## config.mk

```make
export PLATFORM = sky130hd
export DESIGN_NAME = spiral_tile_order_generator_top
export DESIGN_NICKNAME = d
export VERILOG_FILES = /design/src/design/stog_pkg.sv /design/src/design/spiral_tile_order_generator_top.sv /design/src/design/stog_div.sv /design/src/design/stog_ctrl.sv /design/src/design/stog_dpath.sv
export VERILOG_INCLUDE_DIRS = /design/src /design/src/design
export SDC_FILE = /design/constraint.sdc
export NUM_CORES = 2
export LEC_CHECK = 0
export BUFFER_PORTS_ARGS = -buffer_cell sky130_fd_sc_hd__buf_2
export CAP_MARGIN = 10
export CORE_UTILIZATION = 30
export DETAILED_ROUTE_END_ITERATION = 8
export PLACE_DENSITY = 0.43
export RECOVER_POWER = 50
export REMOVE_ABC_BUFFERS = 1
export SETUP_SLACK_MARGIN = 0.2
export SYNTH_ARGS = -nofsm -noshare
export SYNTH_HDL_FRONTEND = slang
export SYNTH_SLANG_ARGS = --single-unit
```

## constraint.sdc

```tcl
create_clock -name clock -period 11.2 [get_ports clock]
set_input_delay 2.24 -clock clock [delete_from_list [all_inputs] [get_ports clock]]
set_output_delay 2.24 -clock clock [all_outputs]
set_load 0.03 [all_outputs]
```

## src/design/spiral_tile_order_generator_top_assert.svh

```systemverilog
// assertion macros for the spiral tile order generator
`ifndef SPIRAL_TILE_ORDER_GENERATOR_TOP_ASSERT_SVH
`define SPIRAL_TILE_ORDER_GENERATOR_TOP_ASSERT_SVH

// antecedent implies consequent in the same cycle
`define STOG_ASSERT_SAME(label, clk, rst, ante, cons) \
   label: assert property (@(posedge clk) disable iff (rst) (ante) |-> (cons)) \
      else $error("stog assertion failed");

// antecedent implies consequent in the next cycle
`define STOG_ASSERT_NEXT(label, clk, rst, ante, cons) \
   label: assert property (@(posedge clk) disable iff (rst) (ante) |=> (cons)) \
      else $error("stog assertion failed");

`endif

```

## src/design/stog_pkg.sv

```systemverilog
// shared types and constants of the spiral tile order generator
`timescale 1ns / 1ps

package stog_pkg;

   localparam int DIM_W  = 14;             // image size and pixel offset
   localparam int TILE_W = 11;             // tile size
   localparam int CNT_W  = 14;             // tiles across or down
   localparam int REM_W  = 2 * CNT_W;      // tiles remaining
   localparam int CUR_W  = 16;             // signed spiral cursor and leg counters
   localparam int DIVD_W = DIM_W + 1;      // image size plus tile size minus one
   localparam int IDX_W  = 2;

   localparam int MAX_IMAGE_DIM_DEF = 16383;
   localparam int MAX_TILE_SIZE_DEF = 1024;

   localparam logic [DIM_W-1:0]  RST_IMAGE_WIDTH  = DIM_W'(640);
   localparam logic [DIM_W-1:0]  RST_IMAGE_HEIGHT = DIM_W'(480);
   localparam logic [TILE_W-1:0] RST_TILE_SIZE    = TILE_W'(32);

   localparam logic [IDX_W-1:0] CSR_IMAGE_WIDTH  = 2'd0;
   localparam logic [IDX_W-1:0] CSR_IMAGE_HEIGHT = 2'd1;
   localparam logic [IDX_W-1:0] CSR_TILE_SIZE    = 2'd2;

   typedef enum logic [1:0] {
      HEAD_RIGHT = 2'd0,
      HEAD_DOWN  = 2'd1,
      HEAD_LEFT  = 2'd2,
      HEAD_UP    = 2'd3
   } heading_type;

   typedef enum logic [2:0] {
      ST_IDLE,
      ST_DIV_X,
      ST_DIV_Y,
      ST_INIT,
      ST_CALC,
      ST_EMIT,
      ST_WALK
   } stog_state_type;

   typedef struct packed {
      logic latch_cfg;    // latch configuration, divide width
      logic div_next;     // store tiles across, divide height
      logic store_y;      // store tiles down
      logic init_spiral;  // tile total and centre cursor
      logic calc_pos;     // pixel offsets of the cursor tile
      logic load_out;     // fill the result register
      logic step;         // one spiral step
   } stog_cmd_type;

   typedef struct packed {
      logic div_done;
      logic remaining_zero;
      logic remaining_one;
      logic next_on_grid;
      logic out_full;
   } stog_stat_type;

endpackage

```

## src/design/spiral_tile_order_generator_top.sv

```systemverilog
// top level of the spiral tile order generator
// a word without restart passes through the offset multiply, then the result load; a restart
// first divides width and height by the tile size, then forms the tile total and centre
// a new request is taken only back in idle, after the word is loaded and the walk is done
// reset: synchronous, clears sequencer, divider and result valid; size registers return
// to 640 x 480 with 32 pixel tiles and no tile is served until a restart
`timescale 1ns / 1ps
`include "spiral_tile_order_generator_top_assert.svh"

module spiral_tile_order_generator_top #(
   parameter int MAX_IMAGE_DIM = stog_pkg::MAX_IMAGE_DIM_DEF,
   parameter int MAX_TILE_SIZE = stog_pkg::MAX_TILE_SIZE_DEF
) (
   input  logic                        clock,
   input  logic                        reset,
   input  logic                        csr_we,
   input  logic [stog_pkg::IDX_W-1:0]  csr_index,
   input  logic [stog_pkg::DIM_W-1:0]  csr_wdata,
   input  logic                        req_valid,
   output logic                        req_stall,
   input  logic                        req_restart,
   output logic                        rsp_valid,
   input  logic                        rsp_stall,
   output logic                        rsp_tile_valid,
   output logic [stog_pkg::DIM_W-1:0]  rsp_tile_offset_x,
   output logic [stog_pkg::DIM_W-1:0]  rsp_tile_offset_y,
   output logic [stog_pkg::TILE_W-1:0] rsp_tile_width,
   output logic [stog_pkg::TILE_W-1:0] rsp_tile_height,
   output logic                        rsp_tile_last
);

   import stog_pkg::*;

   stog_cmd_type  cmd;
   stog_stat_type stat;

   stog_ctrl u_ctrl (
      .clock       (clock),
      .reset       (reset),
      .req_valid   (req_valid),
      .req_restart (req_restart),
      .req_stall   (req_stall),
      .stat        (stat),
      .cmd         (cmd)
   );

   stog_dpath #(
      .MAX_IMAGE_DIM(MAX_IMAGE_DIM),
      .MAX_TILE_SIZE(MAX_TILE_SIZE)
   ) u_dpath (
      .clock             (clock),
      .reset             (reset),
      .csr_we            (csr_we),
      .csr_index         (csr_index),
      .csr_wdata         (csr_wdata),
      .cmd               (cmd),
      .stat              (stat),
      .rsp_stall         (rsp_stall),
      .rsp_valid         (rsp_valid),
      .rsp_tile_valid    (rsp_tile_valid),
      .rsp_tile_offset_x (rsp_tile_offset_x),
      .rsp_tile_offset_y (rsp_tile_offset_y),
      .rsp_tile_width    (rsp_tile_width),
      .rsp_tile_height   (rsp_tile_height),
      .rsp_tile_last     (rsp_tile_last)
   );

   // an accepted request keeps the block busy in the next cycle
   `STOG_ASSERT_NEXT(a_busy_after_accept, clock, reset, req_valid && !req_stall, req_stall)
   // with nothing left the word carries no tile
   `STOG_ASSERT_NEXT(a_null_word, clock, reset, cmd.load_out && stat.remaining_zero, rsp_valid && !rsp_tile_valid)
   // the final tile is flagged last
   `STOG_ASSERT_NEXT(a_last_word, clock, reset, cmd.load_out && stat.remaining_one, rsp_tile_valid && rsp_tile_last)
   // the result register is only filled when it can take a word
   `STOG_ASSERT_SAME(a_no_overwrite, clock, reset, cmd.load_out, !(rsp_valid && rsp_stall))

endmodule

```

## src/design/stog_div.sv

```systemverilog
// restoring divider, one quotient bit per cycle
`timescale 1ns / 1ps

module stog_div #(
   parameter int DIVD_W = 15,
   parameter int DSOR_W = 11
) (
   input  logic              clock,
   input  logic              reset,
   input  logic              start,
   input  logic [DIVD_W-1:0] dividend,
   input  logic [DSOR_W-1:0] divisor,
   output logic              done,
   output logic [DIVD_W-1:0] quotient
);

   localparam int CNT_BITS = $clog2(DIVD_W + 1);

   logic [DSOR_W-1:0]   rem_ff, rem_in;
   logic [DIVD_W-1:0]   quo_ff, quo_in;
   logic [DSOR_W-1:0]   dsor_ff, dsor_in;
   logic [CNT_BITS-1:0] cnt_ff, cnt_in;
   logic                busy_ff, busy_in;
   logic                done_ff, done_in;
   logic [DSOR_W:0]     shifted;
   logic [DSOR_W+1:0]   diff;

   assign shifted = {rem_ff, quo_ff[DIVD_W-1]};
   assign diff    = {1'b0, shifted} - {2'b00, dsor_ff};

   always_comb begin
      rem_in  = rem_ff;
      quo_in  = quo_ff;
      dsor_in = dsor_ff;
      cnt_in  = cnt_ff;
      busy_in = busy_ff;
      done_in = 1'b0;
      if (start) begin
         rem_in  = '0;
         quo_in  = dividend;
         dsor_in = divisor;
         cnt_in  = CNT_BITS'(DIVD_W);
         busy_in = 1'b1;
      end else if (busy_ff) begin
         // keep the trial difference when it does not borrow
         if (!diff[DSOR_W+1]) begin
            rem_in = diff[DSOR_W-1:0];
         end else begin
            rem_in = shifted[DSOR_W-1:0];
         end
         quo_in = {quo_ff[DIVD_W-2:0], ~diff[DSOR_W+1]};
         cnt_in = cnt_ff - CNT_BITS'(1);
         if (cnt_ff == CNT_BITS'(1)) begin
            busy_in = 1'b0;
            done_in = 1'b1;
         end
      end
   end

   always_ff @(posedge clock) begin
      if (reset) begin
         busy_ff <= 1'b0;
         done_ff <= 1'b0;
         cnt_ff  <= '0;
      end else begin
         busy_ff <= busy_in;
         done_ff <= done_in;
         cnt_ff  <= cnt_in;
      end
      rem_ff  <= rem_in;
      quo_ff  <= quo_in;
      dsor_ff <= dsor_in;
   end

   assign done     = done_ff;
   assign quotient = quo_ff;

endmodule

```

## src/design/stog_ctrl.sv

```systemverilog
// sequencer: request handshake, restart, tile emission and spiral walk
`timescale 1ns / 1ps

module stog_ctrl (
   input  logic                   clock,
   input  logic                   reset,
   input  logic                   req_valid,
   input  logic                   req_restart,
   output logic                   req_stall,
   input  stog_pkg::stog_stat_type stat,
   output stog_pkg::stog_cmd_type  cmd
);

   import stog_pkg::*;

   stog_state_type state_ff, state_in;

   always_ff @(posedge clock) begin
      if (reset) begin
         state_ff <= ST_IDLE;
      end else begin
         state_ff <= state_in;
      end
   end

   always_comb begin
      state_in  = state_ff;
      cmd       = '0;
      req_stall = (state_ff != ST_IDLE);
      unique case (state_ff)
         ST_IDLE: begin
            if (req_valid) begin
               if (req_restart) begin
                  cmd.latch_cfg = 1'b1;
                  state_in      = ST_DIV_X;
               end else begin
                  state_in = ST_CALC;
               end
            end
         end
         ST_DIV_X: begin
            if (stat.div_done) begin
               cmd.div_next = 1'b1;
               state_in     = ST_DIV_Y;
            end
         end
         ST_DIV_Y: begin
            if (stat.div_done) begin
               cmd.store_y = 1'b1;
               state_in    = ST_INIT;
            end
         end
         ST_INIT: begin
            cmd.init_spiral = 1'b1;
            state_in        = ST_CALC;
         end
         ST_CALC: begin
            cmd.calc_pos = 1'b1;
            state_in     = ST_EMIT;
         end
         ST_EMIT: begin
            if (!stat.out_full) begin
               cmd.load_out = 1'b1;
               if (stat.remaining_zero || stat.remaining_one) begin
                  state_in = ST_IDLE;
               end else begin
                  state_in = ST_WALK;
               end
            end
         end
         ST_WALK: begin
            cmd.step = 1'b1;
            if (stat.next_on_grid) begin
               state_in = ST_IDLE;
            end
         end
         default: begin
            state_in = ST_IDLE;
         end
      endcase
   end

endmodule

```

## src/design/stog_dpath.sv

```systemverilog
// datapath: config registers, tile counts, spiral cursor and result register
`timescale 1ns / 1ps

module stog_dpath #(
   parameter int MAX_IMAGE_DIM = stog_pkg::MAX_IMAGE_DIM_DEF,
   parameter int MAX_TILE_SIZE = stog_pkg::MAX_TILE_SIZE_DEF
) (
   input  logic                        clock,
   input  logic                        reset,
   input  logic                        csr_we,
   input  logic [stog_pkg::IDX_W-1:0]  csr_index,
   input  logic [stog_pkg::DIM_W-1:0]  csr_wdata,
   input  stog_pkg::stog_cmd_type      cmd,
   output stog_pkg::stog_stat_type     stat,
   input  logic                        rsp_stall,
   output logic                        rsp_valid,
   output logic                        rsp_tile_valid,
   output logic [stog_pkg::DIM_W-1:0]  rsp_tile_offset_x,
   output logic [stog_pkg::DIM_W-1:0]  rsp_tile_offset_y,
   output logic [stog_pkg::TILE_W-1:0] rsp_tile_width,
   output logic [stog_pkg::TILE_W-1:0] rsp_tile_height,
   output logic                        rsp_tile_last
);

   import stog_pkg::*;

   localparam int PX_W = DIM_W + TILE_W;

   logic [DIM_W-1:0]  cfg_w_ff, cfg_h_ff;
   logic [TILE_W-1:0] cfg_t_ff;

   logic [DIM_W-1:0]  lat_w_ff, lat_h_ff;
   logic [TILE_W-1:0] lat_t_ff;
   logic [CNT_W-1:0]  across_ff, down_ff;
   logic [REM_W-1:0]  remaining_ff;
   logic signed [CUR_W-1:0] cur_x_ff, cur_y_ff;
   heading_type       heading_ff;
   logic [CUR_W-1:0]  leg_left_ff, leg_len_ff;
   logic [DIM_W-1:0]  px_ff, py_ff;

   logic              out_valid_ff, out_tvalid_ff, out_last_ff;
   logic [DIM_W-1:0]  out_x_ff, out_y_ff;
   logic [TILE_W-1:0] out_w_ff, out_h_ff;

   logic [DIM_W-1:0]  clamp_w, clamp_h;
   logic [TILE_W-1:0] clamp_t;
   logic [DIVD_W-1:0] div_dividend;
   logic              div_start, div_done;
   logic [DIVD_W-1:0] div_quot;

   logic signed [CUR_W-1:0] nx, ny;
   heading_type       head_n;
   logic [CUR_W-1:0]  leg_left_n, leg_len_n, leg_dec;
   logic [PX_W-1:0]   prod_x, prod_y;
   logic [DIM_W-1:0]  lx, ly;
   logic [TILE_W-1:0] clip_w, clip_h;

   // configuration registers
   always_ff @(posedge clock) begin
      if (reset) begin
         cfg_w_ff <= RST_IMAGE_WIDTH;
         cfg_h_ff <= RST_IMAGE_HEIGHT;
         cfg_t_ff <= RST_TILE_SIZE;
      end else if (csr_we) begin
         unique case (csr_index)
            CSR_IMAGE_WIDTH:  cfg_w_ff <= csr_wdata;
            CSR_IMAGE_HEIGHT: cfg_h_ff <= csr_wdata;
            CSR_TILE_SIZE:    cfg_t_ff <= csr_wdata[TILE_W-1:0];
            default: ;
         endcase
      end
   end

   // saturate sizes as they are latched; a zero tile size becomes one
   always_comb begin
      clamp_w = (int'(cfg_w_ff) > MAX_IMAGE_DIM) ? DIM_W'(MAX_IMAGE_DIM) : cfg_w_ff;
      clamp_h = (int'(cfg_h_ff) > MAX_IMAGE_DIM) ? DIM_W'(MAX_IMAGE_DIM) : cfg_h_ff;
      priority if (cfg_t_ff == '0) begin
         clamp_t = TILE_W'(1);
      end else if (int'(cfg_t_ff) > MAX_TILE_SIZE) begin
         clamp_t = TILE_W'(MAX_TILE_SIZE);
      end else begin
         clamp_t = cfg_t_ff;
      end
   end

   // ceil division as (size + tile - 1) / tile
   always_comb begin
      if (cmd.latch_cfg) begin
         div_dividend = DIVD_W'(clamp_w) + DIVD_W'(clamp_t) - DIVD_W'(1);
      end else begin
         div_dividend = DIVD_W'(lat_h_ff) + DIVD_W'(lat_t_ff) - DIVD_W'(1);
      end
   end

   assign div_start = cmd.latch_cfg | cmd.div_next;

   stog_div #(
      .DIVD_W(DIVD_W),
      .DSOR_W(TILE_W)
   ) u_div (
      .clock    (clock),
      .reset    (reset),
      .start    (div_start),
      .dividend (div_dividend),
      .divisor  (cmd.latch_cfg ? clamp_t : lat_t_ff),
      .done     (div_done),
      .quotient (div_quot)
   );

   // one spiral step ahead of the cursor
   always_comb begin
      nx = cur_x_ff;
      ny = cur_y_ff;
      unique case (heading_ff)
         HEAD_RIGHT: nx = cur_x_ff + CUR_W'(1);
         HEAD_DOWN:  ny = cur_y_ff + CUR_W'(1);
         HEAD_LEFT:  nx = cur_x_ff - CUR_W'(1);
         HEAD_UP:    ny = cur_y_ff - CUR_W'(1);
         default: ;
      endcase
      leg_dec    = leg_left_ff - CUR_W'(1);
      head_n     = heading_ff;
      leg_len_n  = leg_len_ff;
      leg_left_n = leg_dec;
      if (leg_dec == '0) begin
         unique case (heading_ff)
            HEAD_RIGHT: head_n = HEAD_DOWN;
            HEAD_DOWN:  head_n = HEAD_LEFT;
            HEAD_LEFT:  head_n = HEAD_UP;
            HEAD_UP:    head_n = HEAD_RIGHT;
            default:    head_n = HEAD_RIGHT;
         endcase
         // the leg grows before each right and each left leg
         if (head_n == HEAD_RIGHT || head_n == HEAD_LEFT) begin
            leg_len_n = leg_len_ff + CUR_W'(1);
         end
         leg_left_n = leg_len_n;
      end
   end

   assign prod_x = PX_W'(cur_x_ff[DIM_W-1:0]) * PX_W'(lat_t_ff);
   assign prod_y = PX_W'(cur_y_ff[DIM_W-1:0]) * PX_W'(lat_t_ff);

   // the cursor tile lies inside the image, so the offset is below the size
   assign lx     = lat_w_ff - px_ff;
   assign ly     = lat_h_ff - py_ff;
   assign clip_w = (lx < DIM_W'(lat_t_ff)) ? lx[TILE_W-1:0] : lat_t_ff;
   assign clip_h = (ly < DIM_W'(lat_t_ff)) ? ly[TILE_W-1:0] : lat_t_ff;

   // spiral state
   always_ff @(posedge clock) begin
      if (reset) begin
         remaining_ff <= '0;
         cur_x_ff     <= '0;
         cur_y_ff     <= '0;
         heading_ff   <= HEAD_RIGHT;
         leg_left_ff  <= CUR_W'(1);
         leg_len_ff   <= CUR_W'(1);
      end else begin
         if (cmd.init_spiral) begin
            remaining_ff <= REM_W'(across_ff) * REM_W'(down_ff);
            cur_x_ff     <= CUR_W'(across_ff >> 1);
            cur_y_ff     <= CUR_W'(down_ff >> 1);
            heading_ff   <= HEAD_RIGHT;
            leg_left_ff  <= CUR_W'(1);
            leg_len_ff   <= CUR_W'(1);
         end else if (cmd.step) begin
            cur_x_ff    <= nx;
            cur_y_ff    <= ny;
            heading_ff  <= head_n;
            leg_left_ff <= leg_left_n;
            leg_len_ff  <= leg_len_n;
         end
         if (cmd.load_out && remaining_ff != '0) begin
            remaining_ff <= remaining_ff - REM_W'(1);
         end
      end
   end

   always_ff @(posedge clock) begin
      if (cmd.latch_cfg) begin
         lat_w_ff <= clamp_w;
         lat_h_ff <= clamp_h;
         lat_t_ff <= clamp_t;
      end
      if (cmd.div_next) begin
         across_ff <= div_quot[CNT_W-1:0];
      end
      if (cmd.store_y) begin
         down_ff <= div_quot[CNT_W-1:0];
      end
      if (cmd.calc_pos) begin
         px_ff <= prod_x[DIM_W-1:0];
         py_ff <= prod_y[DIM_W-1:0];
      end
   end

   // result register, refilled in the cycle it drains
   always_ff @(posedge clock) begin
      if (reset) begin
         out_valid_ff <= 1'b0;
      end else if (cmd.load_out) begin
         out_valid_ff <= 1'b1;
      end else if (!rsp_stall) begin
         out_valid_ff <= 1'b0;
      end
      if (cmd.load_out) begin
         if (remaining_ff == '0) begin
            out_tvalid_ff <= 1'b0;
            out_x_ff      <= '0;
            out_y_ff      <= '0;
            out_w_ff      <= '0;
            out_h_ff      <= '0;
            out_last_ff   <= 1'b0;
         end else begin
            out_tvalid_ff <= 1'b1;
            out_x_ff      <= px_ff;
            out_y_ff      <= py_ff;
            out_w_ff      <= clip_w;
            out_h_ff      <= clip_h;
            out_last_ff   <= (remaining_ff == REM_W'(1));
         end
      end
   end

   always_comb begin
      stat.div_done       = div_done;
      stat.remaining_zero = (remaining_ff == '0);
      stat.remaining_one  = (remaining_ff == REM_W'(1));
      stat.next_on_grid   = !nx[CUR_W-1] && !ny[CUR_W-1] &&
                            (nx[CUR_W-2:0] < (CUR_W-1)'(across_ff)) &&
                            (ny[CUR_W-2:0] < (CUR_W-1)'(down_ff));
      stat.out_full       = out_valid_ff & rsp_stall;
   end

   assign rsp_valid         = out_valid_ff;
   assign rsp_tile_valid    = out_tvalid_ff;
   assign rsp_tile_offset_x = out_x_ff;
   assign rsp_tile_offset_y = out_y_ff;
   assign rsp_tile_width    = out_w_ff;
   assign rsp_tile_height   = out_h_ff;
   assign rsp_tile_last     = out_last_ff;

endmodule

```

======== Word level (Yosys, flattened, before mapping) ========
Index checks and enable logic that the tools add are counted.
storage, ports and cells
  memory bits (read-only) ................. 0
  output and inout bits ................... 54
  bits in latches ......................... 0
  memories ................................ 0
  bits in writable memories ............... 0
  register bits after elaboration ......... 327
operators by class
  div/mod/pow operators ................... 0
  shift operators ......................... 0
  add/subtract/negate cells ............... 15
  multiplexer cells ....................... 49
  multiply operators ...................... 3
  equality and inequality tests ........... 20
  bitwise logic cells ..................... 4
  $lt $le $gt $ge ......................... 5
  reductions and logical operators ........ 27
operator list
  kind                                                                     count
  11-bit 2-to-1 mux                                                        6
  16-bit case mux with 2 select lines                                      2
  28-bit 2-to-1 mux                                                        2
  13-bit 2-to-1 mux                                                        4
  15-bit 2-to-1 mux                                                        3
  16-bit by 2-bit adder with 16-bit output (second input constant)         2
  16-bit 2-to-1 mux                                                        2
  16-bit by 2-bit subtractor with 16-bit output (second input constant)    2
  14-bit by 11-bit adder with 15-bit output                                2
  15-bit by 14-bit less-than comparator with 1-bit output                  2
  15-bit by 1-bit subtractor with 15-bit output (second input constant)    2
  28-bit by 1-bit equality test with 1-bit output (second input constant)  1
  28-bit logical NOT                                                       1
  14-bit by 11-bit less-than comparator with 1-bit output                  2
  14-bit by 11-bit multiplier with 14-bit output                           2
  14-bit by 14-bit multiplier with 28-bit output                           1
  28-bit nonzero test                                                      1
  14-bit subtractor                                                        2
  28-bit by 1-bit subtractor with 28-bit output (second input constant)    1
  3-bit 2-to-1 mux                                                         7
  3-bit case mux with 7 select lines                                       1
  1-bit 2-to-1 mux                                                         18
  16-bit by 1-bit adder with 16-bit output (second input constant)         1
  16-bit logical NOT                                                       1
  30 further kinds                                                         55

======== Depth between registers and ports, before layout ========
  word-level depth ........................ 8
  gate-level depth with buffers ........... 25
  depth with buffers taken out ............ 24

======== Cells and area by module ========
From an unflattened synthesis, not the netlist that was laid out.
second synthesis, totals
  cell total of the unflattened synthesis .. 3567
  area, all modules ....................... 31610.3 um^2
modules (own cells, without submodules)
  module      area each (um^2)  times used  cells each  sequential area each (um^2)
  stog_dpath  29065.4           1           3329        6986.7
  stog_div    2235.9            1           200         1121.1
  stog_ctrl   309.0             1           38          60.1

======== Worst setup path after synthesis ========
No wires, ideal clock.
  path kind ............................... input port to flip-flop
  from .................................... input port rsp_stall
  to ...................................... register u_dpath.remaining_ff[7]
  data arrival time ....................... 6.142 ns
  cell stages on the path ................. 5
  required time ........................... 11.068 ns
  setup slack ............................. 4.926 ns
  setup time .............................. 0.132 ns
  cells stage by stage .................... a21oi_1 nand2_1 buf_2 o311ai_0 a21oi_1
on the way
  longest elaborated chain between the ends .. 5
  elaborated cells on any way between the ends .. 6
  those cells by class .................... 3 x mux; 1 x bitwise; 2 x reduce/logical
RTL lines
  item                                                     RTL line                               RTL
  start: declaration                                       spiral_tile_order_generator_top.sv:23  input logic rsp_stall,
  1-bit AND (*)                                            stog_dpath.sv:234                      stat.out_full = out_valid_ff & rsp_stall;
  1-bit 2-to-1 mux (*)                                     stog_ctrl.sv:62                        if (!stat.out_full) begin
  1-bit 2-to-1 mux (*)                                     stog_ctrl.sv:30                        unique case (state_ff)
  1-bit logical AND (*)                                    stog_dpath.sv:175                      if (cmd.load_out && remaining_ff != '0) begin
  28-bit 2-to-1 mux or 2-bit nonzero test (tied branches)  n/a
  end signal: assignment                                   stog_dpath.sv:162                      remaining_ff <= REM_W'(across_ff) * REM_W'(down_ff);
  end signal: assignment                                   stog_dpath.sv:176                      remaining_ff <= remaining_ff - REM_W'(1);
  end: declaration                                         stog_dpath.sv:35                       logic [REM_W-1:0] remaining_ff;
Mark *: on every way between the ends. The rest lies on a longest branch, timed or not.
A chain may end at the register's enable or synchronous reset.

======== Worst setup path after layout ========
  from .................................... input port reset
  to ...................................... register u_dpath.leg_left_ff[2]
on the way
  longest elaborated chain between the ends .. 1
RTL lines
  item                                 RTL line                               RTL
  start: declaration                   spiral_tile_order_generator_top.sv:15  input logic reset,
  2-bit OR reduction (no source line)  n/a
  end signal: assignment               stog_dpath.sv:172                      leg_left_ff <= leg_left_n;
  end: declaration                     stog_dpath.sv:38                       logic [CUR_W-1:0] leg_left_ff, leg_len_ff;
Every way passes these cells.

==> metrics.txt <==
# TYPE chip_impl_metric gauge
chip_impl_info{name="outcome",value="finished with violations"} 1
chip_impl_info{name="failed_checks",value="max-capacitance violations, max-slew violations"} 1
chip_impl_metric{name="port_buffer_count",unit=""} 75
chip_impl_metric{name="endpoints_failing_setup",unit=""} 0
chip_impl_metric{name="number_of_filler_instances_in_the_final_layout",unit=""} 10687
chip_impl_metric{name="power_report.internal_total",unit="mW"} 3.25
chip_impl_metric{name="slew_violations",unit=""} 336
chip_impl_info{name="critPathSlowestCell",value="sky130_fd_sc_hd__clkbuf_1"} 1
chip_impl_metric{name="synth-edff-count",unit=""} 162
chip_impl_metric{name="seq_area_frac_synth",unit="%"} 26.2
chip_impl_info{name="critical_path.cell_chain",value="clkbuf_1 > clkbuf_1 > nor2_1 > a31oi_1 > nand2_1"} 1
chip_impl_info{name="cp_top_family",value="buffers and inverters"} 1
chip_impl_metric{name="asyncSetResetFlopFracSynth",unit="%"} 0
chip_impl_metric{name="post-route-cell-area",unit="µm²"} 34400
chip_impl_metric{name="globalplace.congestion",unit=""} 0.864
chip_impl_metric{name="share_seq_of_total_power",unit="%"} 29.4
chip_impl_info{name="worstSetupPathType",value="input pin to flip-flop"} 1
chip_impl_metric{name="post_dp_cell_area",unit="µm²"} 32900
chip_impl_metric{name="fin_total_pwr",unit="mW"} 5.79
chip_impl_metric{name="clk_latency",unit="ns"} 0.63
chip_impl_info{name="yosys.cell_count.top_type",value="sky130_fd_sc_hd__inv_1"} 1
chip_impl_metric{name="synth.lib_cells_used.distinct",unit=""} 90
chip_impl_metric{name="cts_made_buffers",unit=""} 45
chip_impl_metric{name="tightest_slew",unit="ns"} 4.00
chip_impl_metric{name="timing.slew.headroom",unit="%"} -167
chip_impl_metric{name="drtPass1Iterations",unit=""} 7
chip_impl_metric{name="maxCapViolCount",unit=""} 8
chip_impl_metric{name="final_net_count",unit=""} 4130
chip_impl_metric{name="synthesis_to_finish_area_growth",unit="%"} 10.2
chip_impl_info{name="timing.critical_path.from_type",value="input pin"} 1
chip_impl_metric{name="worstPathArrival",unit="ns"} 7.91
chip_impl_metric{name="critPathMaxStageDelay",unit="ns"} 2.88
chip_impl_metric{name="fin_setup_tns",unit="ns"} 0
chip_impl_metric{name="grt_use_total",unit="%"} 17.8
chip_impl_metric{name="placement_rows",unit=""} 117
chip_impl_metric{name="post-dp-hpwl",unit="µm"} 71600
chip_impl_metric{name="grt_overflow",unit=""} 0
chip_impl_metric{name="timing.critical_path.buf_inv",unit=""} 2
chip_impl_metric{name="top_level_ports",unit=""} 76
chip_impl_metric{name="clock_tree.htree_level_count",unit=""} 2
chip_impl_metric{name="cts-hold-fix-buffers",unit=""} 0
chip_impl_metric{name="initial_utilization",unit="%"} 30.5
chip_impl_info{name="synthTopCellsByArea",value="sky130_fd_sc_hd__fa_1 (17%), sky130_fd_sc_hd__edfxtp_1 (16%), sky130_fd_sc_hd__ha_1 (13%), sky130_fd_sc_hd__dfxtp_1 (11%), sky130_fd_sc_hd__inv_1 (5.8%)"} 1
chip_impl_metric{name="detail-route-antenna-nets",unit=""} 0
chip_impl_metric{name="finalWorstPathRequiredPeriod",unit="ns"} 7.42
chip_impl_metric{name="detail_route.drc_violations",unit=""} 0
chip_impl_metric{name="total_number_of_yosys_warnings",unit=""} 0
chip_impl_metric{name="design.core.area",unit="µm²"} 102000
chip_impl_metric{name="tritoncts_num_sinks",unit=""} 327
chip_impl_metric{name="die_area",unit="µm²"} 105000
chip_impl_metric{name="net_switching_fraction_of_the_power",unit="%"} 43.8
chip_impl_metric{name="die_h",unit="µm"} 324
chip_impl_metric{name="p_leak",unit="nW"} 15.1
chip_impl_metric{name="chipWidth",unit="µm"} 324
chip_impl_metric{name="syn_area_per_cell",unit="µm²"} 8.88
chip_impl_metric{name="synthesis.area",unit="µm²"} 31200
chip_impl_info{name="rsz0062_at_grt",value="false"} 1
chip_impl_metric{name="synth_top_area_share",unit="%"} 16.8
chip_impl_metric{name="number_of_antenna_violations_at_the_first_check_in_global_routing",unit=""} 7
chip_impl_metric{name="powerDensity",unit="nW/µm²"} 168
chip_impl_metric{name="starting_drc_count_in_detailed_routing",unit=""} 1500
chip_impl_metric{name="min_period_over_period",unit="%"} 66.2
chip_impl_metric{name="clk_transition_reported_paths",unit="ns"} 0.06
chip_impl_metric{name="num_vias",unit=""} 23884
chip_impl_info{name="worstSetupEndpointType",value="flip-flop"} 1
chip_impl_metric{name="switchingPower",unit="mW"} 2.54
chip_impl_metric{name="cts.repair.resized",unit=""} 0
chip_impl_metric{name="pwr-share-clk",unit="%"} 25.4
chip_impl_info{name="holdCritPathClass",value="flip-flop to flip-flop"} 1
chip_impl_info{name="synth.largest_area_cell",value="sky130_fd_sc_hd__fa_1"} 1
chip_impl_metric{name="grt_pass1_vias",unit=""} 23678
chip_impl_metric{name="grt_pass1_wl",unit="µm"} 145000
chip_impl_metric{name="cts-root-to-sink-buffers",unit=""} 3
chip_impl_metric{name="report.final.hold_viol_count",unit=""} 0
chip_impl_info{name="crit_path_frequent_cell",value="sky130_fd_sc_hd__clkbuf_1"} 1
chip_impl_metric{name="grt_max_degree",unit=""} 78
chip_impl_info{name="synth_top_cells_by_count",value="sky130_fd_sc_hd__inv_1 (479), sky130_fd_sc_hd__nand2_1 (427), sky130_fd_sc_hd__ha_1 (325), sky130_fd_sc_hd__nor2_1 (304), sky130_fd_sc_hd__fa_1 (262)"} 1
chip_impl_metric{name="hold_ws",unit="ns"} 0.422
chip_impl_metric{name="combinationalPowerShare",unit="%"} 45.2
chip_impl_metric{name="crit_required",unit="ns"} 11.69
chip_impl_metric{name="path_max_fanout",unit=""} 77
chip_impl_metric{name="diodes",unit=""} 0
chip_impl_metric{name="layout_setup_ws",unit="ns"} 3.78
chip_impl_metric{name="vias_per_cell",unit=""} 4.85
chip_impl_metric{name="fmax",unit="MHz"} 135
chip_impl_metric{name="postSynthRegisterBits",unit=""} 327
chip_impl_metric{name="avgRoutedWirePerCell",unit="µm"} 19.1
chip_impl_metric{name="number_of_buffers_added_for_setup_after_cts",unit=""} 0
chip_impl_metric{name="pre_cts_ws",unit="ns"} 4.40
chip_impl_info{name="ys_dominant_reg_cell",value="sky130_fd_sc_hd__dfxtp_1"} 1
chip_impl_metric{name="post_route_cells_drive_above_1_share",unit="%"} 6.47
chip_impl_metric{name="skew",unit="ns"} 0.0236
chip_impl_metric{name="drt_wl_total",unit="µm"} 94000
chip_impl_metric{name="synthesized_instance_count",unit=""} 3511
chip_impl_info{name="cts_root_buf",value="sky130_fd_sc_hd__clkbuf_16"} 1
chip_impl_metric{name="irDropWorstVdd",unit="mV"} 0.270
chip_impl_info{name="tritoncts",value="built"} 1
## layer usage
layer	share of wire, %	routed length, µm	GRT usage, %	vias to the layer above
met2	44	41600	27.6	455
li1	-	-	-	11655
met1	49	46100	26.0	11689
met4	1.8	1650	3.71	2
met3	5.0	4650	2.64	83
met5	0.011	10	0	-
## cells in the final DEF (no fill, tap or decap), types with 14 or more instances in the layout
| cell type | netlist | routed |
|---|---|---|
| sky130_fd_sc_hd__a221oi_1 | 16 | 16 |
| sky130_fd_sc_hd__clkbuf_16 | 0 | 46 |
| sky130_fd_sc_hd__nor3_1 | 42 | 42 |
| sky130_fd_sc_hd__nor2b_1 | 28 | 28 |
| sky130_fd_sc_hd__xor2_1 | 71 | 71 |
| sky130_fd_sc_hd__and2_1 | 105 | 97 |
| sky130_fd_sc_hd__a22oi_1 | 15 | 15 |
| sky130_fd_sc_hd__buf_4 | 2 | 28 |
| sky130_fd_sc_hd__fa_1 | 262 | 262 |
| sky130_fd_sc_hd__mux2i_1 | 41 | 41 |
| sky130_fd_sc_hd__dfxtp_1 | 165 | 165 |
| sky130_fd_sc_hd__buf_2 | 15 | 72 |
| sky130_fd_sc_hd__xnor2_1 | 131 | 131 |
| sky130_fd_sc_hd__and3_1 | 15 | 14 |
| sky130_fd_sc_hd__o21ai_0 | 129 | 128 |
| sky130_fd_sc_hd__a31oi_1 | 21 | 21 |
| sky130_fd_sc_hd__a211oi_1 | 26 | 26 |
| sky130_fd_sc_hd__nor2_1 | 304 | 303 |
| sky130_fd_sc_hd__clkbuf_1 | 116 | 20 |
| sky130_fd_sc_hd__a21o_1 | 47 | 47 |
| sky130_fd_sc_hd__edfxtp_1 | 162 | 162 |
| sky130_fd_sc_hd__nand2b_1 | 23 | 23 |
| sky130_fd_sc_hd__or3_1 | 21 | 21 |
| sky130_fd_sc_hd__nand2_1 | 427 | 427 |
| sky130_fd_sc_hd__o31ai_1 | 23 | 23 |
| sky130_fd_sc_hd__nor4_1 | 17 | 18 |
| sky130_fd_sc_hd__ha_1 | 325 | 325 |
| sky130_fd_sc_hd__o21a_1 | 21 | 21 |
| sky130_fd_sc_hd__nand3_1 | 37 | 37 |
| sky130_fd_sc_hd__a21oi_1 | 209 | 209 |
| sky130_fd_sc_hd__inv_1 | 479 | 479 |
## logic make-up after synthesis
family	share of synthesized area [%]
xor+xnor	5.68
simple gates	16.7
flops	26.2
fa+ha+maj	29.9
compound gates	12.1
mux	1.64
buf+inv	7.83
## cell type report
class                      count  area [µm²]  area share (%)
timing repair buffer         108         601            1.75
tap                         1368        1710            4.98
clock buffer                  60        1220            3.56
clock inverter                22         264           0.768
multi-input combinational   2549       20600            59.8
sequential                   327        8170            23.8
inverter                     490        1840            5.35
## power groups by stage
stage	Combinational [mW]	Sequential, mW	Clock, mW
2_1_floorplan	1.82	1.79	0
3_3_place_gp	3.01	1.78	0
3_5_place_dp	3.00	1.78	0
4_1_cts	3.02	1.76	1.52
5_1_grt	2.87	1.71	1.57
6_report	2.62	1.70	1.47
## flip-flops by register name, summed over array words and instances (netlist names), 14 cells and up
register	count
u_dpath.px_ff	14
u_dpath.lat_h_ff	14
u_dpath.leg_left_ff	16
u_dpath.cfg_h_ff	14
u_dpath.leg_len_ff	16
u_dpath.down_ff	14
u_dpath.lat_w_ff	14
u_dpath.cfg_w_ff	14
u_dpath.py_ff	14
u_dpath.remaining_ff	28
u_dpath.u_div.quotient	15
u_dpath.rsp_tile_offset_y	14
u_dpath.cur_y_ff	16
u_dpath.cur_x_ff	16
u_dpath.rsp_tile_offset_x	14
u_dpath.across_ff	14
## per-stage QoR
step           utilization (%)  cells
2_1_floorplan                -   3366
3_3_place_gp              32.2   4842
3_5_place_dp              32.2   4842
4_1_cts                   33.6   4924
5_1_grt                   33.6   4924
6_report                  33.6   4924
## path summary, 6_finish.rpt
check                                    from                                    end  slack (ns)  depth (start not counted)
max                                     reset    u_dpath.leg_left_ff[2]$_SDFFE_PP0N_        3.78                          5
min reg2reg  u_dpath.cfg_h_ff[9]$_SDFFE_PP0P_          u_dpath.lat_h_ff[9]$_DFFE_PP_        0.42                          0
max reg2reg    u_dpath.across_ff[6]$_DFFE_PP_  u_dpath.remaining_ff[26]$_SDFFE_PP0P_        4.34                         22
min          u_dpath.cfg_h_ff[9]$_SDFFE_PP0P_          u_dpath.lat_h_ff[9]$_DFFE_PP_        0.42                          0
Note: power is estimated with default switching activity, not from simulation.
